===== src/hdl/bmpd_pkg.sv =====
// Shared types and constants for the BMP stream pixel decoder.
`default_nettype none
package bmpd_pkg;

  localparam int unsigned MaxDimDef = 256;
  localparam int unsigned HdrLen    = 54;

  localparam logic [2:0] ST_PIXEL = 3'd0;
  localparam logic [2:0] ST_SIG   = 3'd1;
  localparam logic [2:0] ST_COMP  = 3'd2;
  localparam logic [2:0] ST_DEPTH = 3'd3;
  localparam logic [2:0] ST_DIM   = 3'd4;
  localparam logic [2:0] ST_TRUNC = 3'd5;

  typedef struct packed {
    logic [2:0]  status;
    logic [7:0]  column;
    logic [7:0]  row;
    logic [23:0] color;
    logic [8:0]  image_width;
    logic [8:0]  image_height;
    logic        last;
  } res_t;

endpackage
`default_nettype wire


===== src/hdl/bmpd_front.sv =====
// Byte parser: header capture and check, offset skip, pixel assembly.
`default_nettype none
module bmpd_front #(
  parameter int unsigned MAX_DIM = 256
) (
  input  wire logic          clk_i,
  input  wire logic          rst_ni,
  input  wire logic [31:0]   file_length_i,
  input  wire logic          accept_i,
  input  wire logic [7:0]    data_byte_i,
  input  wire logic          end_of_file_i,
  output bmpd_pkg::res_t     res_o,
  output logic               res_valid_o
);
  import bmpd_pkg::*;

  localparam int unsigned DimW = $clog2(MAX_DIM + 1);
  localparam int unsigned RowW = DimW + 2;
  localparam int unsigned PrdW = RowW + DimW;

  localparam logic [1:0] PH_HEADER = 2'd0;
  localparam logic [1:0] PH_SKIP   = 2'd1;
  localparam logic [1:0] PH_PIXELS = 2'd2;
  localparam logic [1:0] PH_DONE   = 2'd3;

  logic [1:0]      phase_q, phase_d;
  logic [31:0]     pos_q, pos_d;
  logic            magic_q, magic_d;
  logic [31:0]     off_q, off_d, wid_q, wid_d, hgt_q, hgt_d, cmp_q, cmp_d;
  logic [15:0]     dep_q, dep_d;
  logic            top_q, top_d, d32_q, d32_d;
  logic [DimW-1:0] col_q, col_d, rowc_q, rowc_d, imgw_q, imgw_d, imgh_q, imgh_d;
  logic [RowW-1:0] rbc_q, rbc_d, pixb_q, pixb_d, rsz_q, rsz_d;
  logic [1:0]      bip_q, bip_d;
  logic [15:0]     hold_q, hold_d;

  logic [31:0]     hmag;
  logic            dims_ok, dep_ok, chk_setw, too_long;
  logic [DimW-1:0] chk_w, chk_h;
  logic [RowW-1:0] chk_pixb, chk_rsz, rbc_n;
  logic [PrdW-1:0] prod;
  logic [32:0]     need;
  logic [2:0]      chk_st;
  logic [5:0]      pos6;
  logic [1:0]      lane;
  logic            pix_out, pix_last;
  res_t            res;
  logic            rv;

  always_comb begin
    hmag     = hgt_q[31] ? (32'd0 - hgt_q) : hgt_q;
    dims_ok  = !wid_q[31] && (wid_q != 32'd0) && (wid_q <= 32'(MAX_DIM)) &&
               (hmag != 32'd0) && (hmag <= 32'(MAX_DIM));
    dep_ok   = (dep_q == 16'd24) || (dep_q == 16'd32);
    chk_w    = wid_q[DimW-1:0];
    chk_h    = hmag[DimW-1:0];
    chk_pixb = (dep_q == 16'd32) ? {chk_w, 2'b00}
                                 : (RowW'({chk_w, 1'b0}) + RowW'(chk_w));
    chk_rsz  = (chk_pixb + RowW'(3)) & ~RowW'(3);
    prod     = PrdW'(chk_rsz) * PrdW'(chk_h);
    need     = {1'b0, off_q} + 33'(prod);
    too_long = need > {1'b0, file_length_i};
    chk_setw = magic_q && (file_length_i >= 32'(HdrLen)) && (cmp_q == 32'd0) &&
               dep_ok && dims_ok;
    if (!magic_q)                            chk_st = ST_SIG;
    else if (file_length_i < 32'(HdrLen))    chk_st = ST_TRUNC;
    else if (cmp_q != 32'd0)                 chk_st = ST_COMP;
    else if (!dep_ok)                        chk_st = ST_DEPTH;
    else if (!dims_ok)                       chk_st = ST_DIM;
    else if (off_q < 32'(HdrLen))            chk_st = ST_TRUNC;
    else if (too_long)                       chk_st = ST_TRUNC;
    else                                     chk_st = ST_PIXEL;
  end

  always_comb begin
    phase_d = phase_q; pos_d = pos_q; magic_d = magic_q; off_d = off_q;
    wid_d = wid_q; hgt_d = hgt_q; dep_d = dep_q; cmp_d = cmp_q;
    top_d = top_q; d32_d = d32_q; col_d = col_q; rowc_d = rowc_q;
    imgw_d = imgw_q; imgh_d = imgh_q; rbc_d = rbc_q; pixb_d = pixb_q;
    rsz_d = rsz_q; bip_d = bip_q; hold_d = hold_q;
    res = '0; rv = 1'b0; pix_out = 1'b0; pix_last = 1'b0;
    pos6 = pos_q[5:0]; lane = 2'd0; rbc_n = rbc_q + RowW'(1);

    if (accept_i) begin
      pos_d = pos_q + 32'd1;
      case (phase_q)
        PH_HEADER: begin
          if (pos6 == 6'd0 && data_byte_i != 8'h42) magic_d = 1'b0;
          if (pos6 == 6'd1 && data_byte_i != 8'h4d) magic_d = 1'b0;
          if (pos6 inside {[6'd10:6'd13]}) begin
            lane = 2'(pos6 - 6'd10);
            off_d[8*lane +: 8] = data_byte_i;
          end
          if (pos6 inside {[6'd18:6'd21]}) begin
            lane = 2'(pos6 - 6'd18);
            wid_d[8*lane +: 8] = data_byte_i;
          end
          if (pos6 inside {[6'd22:6'd25]}) begin
            lane = 2'(pos6 - 6'd22);
            hgt_d[8*lane +: 8] = data_byte_i;
          end
          if (pos6 inside {[6'd28:6'd29]}) begin
            dep_d[8*pos6[0] +: 8] = data_byte_i;
          end
          if (pos6 inside {[6'd30:6'd33]}) begin
            lane = 2'(pos6 - 6'd30);
            cmp_d[8*lane +: 8] = data_byte_i;
          end
          if (pos6 == 6'(HdrLen - 1)) begin
            top_d = hgt_q[31];
            if (chk_setw) begin
              imgw_d = chk_w;
              imgh_d = chk_h;
              d32_d  = (dep_q == 16'd32);
              pixb_d = chk_pixb;
              rsz_d  = chk_rsz;
            end
            if (chk_st != ST_PIXEL) begin
              rv = 1'b1;
              res.status = chk_st;
              res.last = 1'b1;
              res.image_width  = chk_setw ? 9'(chk_w) : 9'd0;
              res.image_height = chk_setw ? 9'(chk_h) : 9'd0;
              phase_d = PH_DONE;
            end else begin
              phase_d = (off_q == 32'(HdrLen)) ? PH_PIXELS : PH_SKIP;
            end
          end
        end
        PH_SKIP: begin
          if (pos_d == off_q) phase_d = PH_PIXELS;
        end
        PH_PIXELS: begin
          if (rbc_q < pixb_q) begin
            case (bip_q)
              2'd0: hold_d = {8'd0, data_byte_i};
              2'd1: hold_d = {data_byte_i, hold_q[7:0]};
              2'd2: begin
                pix_out = 1'b1;
                pix_last = (rowc_q == imgh_q - DimW'(1)) && (col_q == imgw_q - DimW'(1));
                col_d = col_q + DimW'(1);
              end
              default: ;
            endcase
            bip_d = (!d32_q && bip_q == 2'd2) ? 2'd0 : bip_q + 2'd1;
          end
          rbc_d = rbc_n;
          if (rbc_n >= rsz_q) begin
            rbc_d = '0; col_d = '0; bip_d = 2'd0; rowc_d = rowc_q + DimW'(1);
          end
          res.status = ST_PIXEL;
          res.column = 8'(col_q);
          res.row    = top_q ? 8'(rowc_q) : 8'(imgh_q - DimW'(1) - rowc_q);
          res.color  = {data_byte_i, hold_q};
          res.image_width  = 9'(imgw_q);
          res.image_height = 9'(imgh_q);
          res.last   = pix_last;
          if (pix_last) begin
            rv = 1'b1; phase_d = PH_DONE;
          end else if (pix_out && !end_of_file_i) begin
            rv = 1'b1;
          end
        end
        default: ;
      endcase

      if (end_of_file_i) begin
        if (!rv && phase_d != PH_DONE) begin
          rv = 1'b1;
          res = '0;
          res.status = ST_TRUNC;
          res.image_width  = 9'(imgw_d);
          res.image_height = 9'(imgh_d);
          res.last = 1'b1;
        end
        phase_d = PH_HEADER; pos_d = '0; magic_d = 1'b1; off_d = '0; wid_d = '0;
        hgt_d = '0; dep_d = '0; cmp_d = '0; top_d = 1'b0; d32_d = 1'b0;
        col_d = '0; rowc_d = '0; imgw_d = '0; imgh_d = '0; rbc_d = '0;
        pixb_d = '0; rsz_d = '0; bip_d = 2'd0; hold_d = '0;
      end
    end
  end

  assign res_o = res;
  assign res_valid_o = rv;

  always_ff @(posedge clk_i or negedge rst_ni) begin
    if (!rst_ni) begin
      phase_q <= PH_HEADER; pos_q <= '0; magic_q <= 1'b1; off_q <= '0; wid_q <= '0;
      hgt_q <= '0; dep_q <= '0; cmp_q <= '0; top_q <= 1'b0; d32_q <= 1'b0;
      col_q <= '0; rowc_q <= '0; imgw_q <= '0; imgh_q <= '0; rbc_q <= '0;
      pixb_q <= '0; rsz_q <= '0; bip_q <= 2'd0; hold_q <= '0;
    end else begin
      phase_q <= phase_d; pos_q <= pos_d; magic_q <= magic_d; off_q <= off_d;
      wid_q <= wid_d; hgt_q <= hgt_d; dep_q <= dep_d; cmp_q <= cmp_d;
      top_q <= top_d; d32_q <= d32_d; col_q <= col_d; rowc_q <= rowc_d;
      imgw_q <= imgw_d; imgh_q <= imgh_d; rbc_q <= rbc_d; pixb_q <= pixb_d;
      rsz_q <= rsz_d; bip_q <= bip_d; hold_q <= hold_d;
    end
  end

endmodule
`default_nettype wire


===== src/hdl/bmpd_outq.sv =====
// Two-entry result queue driving the output channel.
`default_nettype none
module bmpd_outq (
  input  wire logic      clk_i,
  input  wire logic      rst_ni,
  input  wire logic      push_i,
  input  bmpd_pkg::res_t push_data_i,
  output logic           full_o,
  output logic           valid_o,
  input  wire logic      stall_i,
  output bmpd_pkg::res_t data_o
);
  import bmpd_pkg::*;

  res_t       mem_q [2];
  logic       wr_q, rd_q;
  logic [1:0] cnt_q;
  logic       pop;

  assign full_o  = (cnt_q == 2'd2);
  assign valid_o = (cnt_q != 2'd0);
  assign pop     = valid_o && !stall_i;
  assign data_o  = mem_q[rd_q];

  always_ff @(posedge clk_i) begin
    if (push_i) mem_q[wr_q] <= push_data_i;
  end

  always_ff @(posedge clk_i or negedge rst_ni) begin
    if (!rst_ni) begin
      wr_q <= 1'b0; rd_q <= 1'b0; cnt_q <= 2'd0;
    end else begin
      if (push_i) wr_q <= !wr_q;
      if (pop) rd_q <= !rd_q;
      cnt_q <= cnt_q + 2'(push_i) - 2'(pop);
    end
  end

`ifndef SYNTHESIS
  a_cnt_range: assert property (@(posedge clk_i) disable iff (!rst_ni)
    cnt_q <= 2'd2) else $error("queue count overflow");
  a_no_push_full: assert property (@(posedge clk_i) disable iff (!rst_ni)
    full_o |-> !push_i) else $error("push into full queue");
  a_cnt_up: assert property (@(posedge clk_i) disable iff (!rst_ni)
    (push_i && !pop) |=> cnt_q == $past(cnt_q) + 2'd1) else $error("count not advanced");
  a_ptr_gap: assert property (@(posedge clk_i) disable iff (!rst_ni)
    (cnt_q == 2'd1) |-> (wr_q != rd_q)) else $error("pointer mismatch");
`endif

endmodule
`default_nettype wire


===== src/hdl/bmp_stream_pixel_decoder.sv =====
// Top level of the streaming BMP 24/32-bit pixel decoder.
// A result is registered in the result queue when the byte that causes it is accepted.
// Throughput: one byte per cycle unless stalled; the header check, including a small row-size
// by height multiply, is combinational and acts when byte 53 is accepted.
// Input stalls only when the two-entry result queue is full.
// Reset: asynchronous, active low; clears parser state, queue and file_length.
`default_nettype none
module bmp_stream_pixel_decoder #(
  parameter int unsigned MAX_DIM = bmpd_pkg::MaxDimDef
) (
  input  wire logic        clk_i,
  input  wire logic        rst_ni,
  input  wire logic        cfg_we_i,
  input  wire logic [31:0] cfg_data_i,
  input  wire logic        in_valid_i,
  output logic             in_stall_o,
  input  wire logic [7:0]  data_byte_i,
  input  wire logic        end_of_file_i,
  output logic             out_valid_o,
  input  wire logic        out_stall_i,
  output logic [2:0]       status_o,
  output logic [7:0]       column_o,
  output logic [7:0]       row_o,
  output logic [23:0]      color_o,
  output logic [8:0]       image_width_o,
  output logic [8:0]       image_height_o,
  output logic             last_o
);
  import bmpd_pkg::*;

  logic [31:0] flen_q;
  logic        full, accept, rv;
  res_t        res, head;

  always_ff @(posedge clk_i or negedge rst_ni) begin
    if (!rst_ni) flen_q <= '0;
    else if (cfg_we_i) flen_q <= cfg_data_i;
  end

  assign in_stall_o = full;
  assign accept = in_valid_i && !full;

  bmpd_front #(.MAX_DIM(MAX_DIM)) u_front (
    .clk_i, .rst_ni,
    .file_length_i(flen_q),
    .accept_i(accept),
    .data_byte_i, .end_of_file_i,
    .res_o(res),
    .res_valid_o(rv)
  );

  bmpd_outq u_outq (
    .clk_i, .rst_ni,
    .push_i(rv),
    .push_data_i(res),
    .full_o(full),
    .valid_o(out_valid_o),
    .stall_i(out_stall_i),
    .data_o(head)
  );

  assign status_o       = head.status;
  assign column_o       = head.column;
  assign row_o          = head.row;
  assign color_o        = head.color;
  assign image_width_o  = head.image_width;
  assign image_height_o = head.image_height;
  assign last_o         = head.last;

endmodule
`default_nettype wire


===== config.mk =====
export PLATFORM = sky130hd
export DESIGN_NAME = bmp_stream_pixel_decoder
export DESIGN_NICKNAME = d
export VERILOG_FILES = /design/src/hdl/bmpd_pkg.sv /design/src/hdl/bmpd_front.sv /design/src/hdl/bmpd_outq.sv /design/src/hdl/bmp_stream_pixel_decoder.sv
export SDC_FILE = /design/constraint.sdc
export NUM_CORES = 1
export LEC_CHECK = 0
export BUFFER_PORTS_ARGS = -buffer_cell sky130_fd_sc_hd__buf_4
export CORE_MARGIN = 2
export CORE_UTILIZATION = 66
export CTS_CLUSTER_DIAMETER = 200
export DETAILED_ROUTE_END_ITERATION = 8
export PLACE_DENSITY_LB_ADDON = 0.1
export SLEW_MARGIN = 15
export SYNTH_ARGS = -nofsm -noshare
export SYNTH_HDL_FRONTEND = slang
export SYNTH_SLANG_ARGS = --single-unit

===== constraint.sdc =====
create_clock -name clk_i -period 23.4 [get_ports clk_i]
set_input_delay 1.17 -clock clk_i [delete_from_list [all_inputs] [get_ports clk_i]]
set_output_delay 1.17 -clock clk_i [all_outputs]
set_load 0.03 [all_outputs]

==> flow_summary.yaml <==
timing:
  post-route-min-period_ns: 13.17
  fin_tns_setup_ns: 0
  rsz0062_at_grt: "false"
  worst_pin_slew_ns: 1.17
  skew_ns: 0.0312
  fmax_mhz: 75.9
  setup_viol: 0
  slew_viol_final: 0
  hold_viol: 0
  hold_ws_ns: 0.475
  slew_headroom_pct: 21.7
  final.period_utilization_pct: 56.3
synth:
  netlist_instances: 2690
  synth_area_sq_um: 26200
  synthTopCellsByArea: "dfrtp_1, edfxtp_1, ha_1, nand2_1, o21ai_0"
  synth_top_area_cell: "dfrtp_1"
  synth_adder_area_share_pct: 10.9
  synth-compound-area-share_pct: 15.5
  yosysUniqueCellTypes: 81
  synth_mux_area_share_pct: 4.20
  synth-edff-count: 124
  synth_top_family_by_area: "simple AND/OR/NAND/NOR gates"
  synth-xor-area-share_pct: 5.09
  synth_ff_type: "dfrtp_1"
  yosys.area_share.simple_pct: 16.5
  synth_area_per_cell_sq_um: 9.72
  synth_fp_nets: 2932
  ys_warn_count: 0
  post-synth-top-area-fraction_pct: 28.8
  ys_seq_area_share_pct: 43.1
  async_flop_share_pct: 70.9
  ys_ff_latch: 426
route:
  drc: 0
  num_vias: 20800
  wl_mm: 68.1
  avgRoutedWirePerCell_microns: 20.7
  vias_per_cell: 6.34
  drt_iter0_drc: 1785
  drtAntennaViolNets: 0
  dr.pass1.iters: 5
layout:
  drive_gt1_share_pct: 11.9
  n_antenna_cell: 0
  nNetsFinal: 2975
  post-route-util_pct: 73.8
  final_area_sq_um: 28700
  area_growth_pct: 9.81
critical_path:
  critical_path_class: "reg2reg"
  crit_fanout: 23
  cpMaxStageDelayCell: "a2111oi_0"
  r2r_cells: 46
  rr_startpoint: "u_front.dep_q[0]"
  worst_r2r_endpoint: "u_outq.cnt_q[1]"
  r2r_slack_ns: 10.23
  cp.arrival_ns: 13.66
  startpoint_type: "flip-flop"
  endpoint_kind: "flip-flop"
  cpPeakStageDelay_ns: 0.81
  critPathMostFrequentCell: "inv_1"
  cp_top_family: "compound AO/OA/AOI/OAI gates"
  crit_buf_inv: 7
  required_ns: 23.89
placement:
  placed_cell_area_sq_um: 27300
  hpwlAfterDp_mm: 49.8
  place.gp.congestion: 0.919
  port_buffers: 109
status:
  status: "finished, final reports clean"
die:
  initial_core_util_pct: 67.2
  die_x_microns: 203
  ioPinCount: 110
  die_area_sq_um: 41200
  core_sq_um: 38900
  placement_rows: 72
  die_height_microns: 203
hold_path:
  hold_depth: 2
  holdPathEnd: "u_front.hold_q[4]"
  min-delay-start: "u_front.hold_q[4]"
  hp-class: "reg2reg"
pwr:
  irDropWorstVdd_mv: 0.0626
  power_mw: 2.41
  pwr_density_cell_nw_per_um2: 83.7
  p_leak_nw: 12.5
cts:
  tritoncts: "done"
  ctsHoldBuffers: 0
  root_buffer: "clkbuf_16"
  clk_pin_slew_ns: 0.07
  cts_buffers: 44
  htreeDepth: 2
  cts_buffer_depth: 3
  clock-sinks: 426
  clk_latency_ns: 0.58
  cts_setup_buffers: 0
  cts_resized: 0
global_routing:
  grt_pass1_wl_mm: 110
  track_usage_pct: 33.8
  grt_pass1_vias: 20400
  grt_overflow: 0
  antenna_found_initial: 2
  grt_max_degree: 175
flow_run:
  maxCapViolCount: 0
==> synthesized netlist by cell type (21+ instances only) <==
library cell    n
a21o_1         25
a21oi_1       103
a22o_1         53
a32o_1         35
and2_1         51
clkbuf_1      117
dfrtp_1       301
edfxtp_1      124
fa_1           53
ha_1          143
inv_1         183
mux2_2         79
mux2i_1        21
nand2_1       317
nand2b_1       35
nand3_1        43
nand4_1        37
nor2_1        167
nor2b_1        32
nor3_1         64
nor4_1         46
o21ai_0       228
o31ai_1        28
xnor2_1       105
xor2_1         47
==> report_power, final <==
group | leakage (nW) | switching, mW | internal (mW)
Sequential | 5.30 | 0.0834 | 0.851
Combinational | 6.53 | 0.483 | 0.283
Clock | 0.703 | 0.300 | 0.404
Total | 12.5 | 0.867 | 1.54
==> placed cells by master, fill, tap and decap left out, types with 20 or more instances in the layout <==
master	synthesis	final
a211oi_1	20	20
a21o_1	25	25
a21oi_1	103	103
a22o_1	53	53
a32o_1	35	35
and2_1	51	51
buf_4	0	131
clkbuf_16	0	44
dfrtp_1	301	300
edfxtp_1	124	124
fa_1	53	53
ha_1	143	143
inv_1	183	183
mux2_2	79	79
mux2i_1	21	21
nand2_1	317	316
nand2b_1	35	35
nand3_1	43	43
nand4_1	37	37
nor2_1	167	165
nor2b_1	32	32
nor3_1	64	63
nor4_1	46	46
o21ai_0	228	226
o31ai_1	28	28
xnor2_1	105	105
xor2_1	47	47
==> stage by stage <==
stage                     std cells  setup WS [ns]
final                          3282          10.23
after global routing           3282           9.15
after CTS                      3282          10.42
after detailed placement       3205          10.53
after global placement         3205          11.05
after floorplan                2690          10.71
==> tightest hold or removal path, cell delays in order, from the launching register on <==
cell and delay, ns:
dfrtp_1 0.34, nand2_1 0.05, o31ai_1 0.05
==> flip-flops by register name, summed over array words and instances (netlist names), 32 cells and up <==
name           cells
flen_q            32
u_front.cmp_q     32
u_front.hgt_q     32
u_front.off_q     32
u_front.pos_q     32
u_front.wid_q     32
u_outq.mem_q     124
==> layout make-up <==
type,instances,area [sq um]
Inverter,183,687
Tap cell,518,648
Timing Repair Buffer,133,1020
Fill cell,2790,10200
Clock inverter,22,241
Sequential cell,426,11300
Clock buffer,55,1180
Multi-Input combinational cell,1945,13700
==> how the worst max path moves through the flow <==
stage / start / endpoint / slack (ns) / cells after the start
final: u_front.dep_q[0] / u_outq.cnt_q[1] / 10.23 / 46
after global routing: u_front.wid_q[2] / u_outq.cnt_q[1] / 9.15 / 50
after CTS: u_front.dep_q[0] / u_outq.cnt_q[1] / 10.42 / 46
after floorplan: u_front.wid_q[2] / u_outq.mem_q[0][0] / 10.71 / 46
after detailed placement: u_front.dep_q[1] / u_outq.cnt_q[1] / 10.53 / 46
after global placement: u_front.dep_q[1] / u_outq.cnt_q[1] / 11.05 / 46
==> kinds of logic (layout without fill, tap and decap cells) <==
logic type	Yosys count	in the layout
compound gates	616	616
fa+ha+maj	196	196
mux	100	100
buf+inv	319	393
xor+xnor	152	152
flops	426	426
simple gates	881	881
==> metal layers <==
metal | share of wire [%] | track usage, %
met5 | 0 | 0
met4 | 3.7 | 12.6
met1 | 41 | 45.6
met3 | 7.3 | 4.78
met2 | 48 | 56.0
Power figures use the tool's default switching activity.
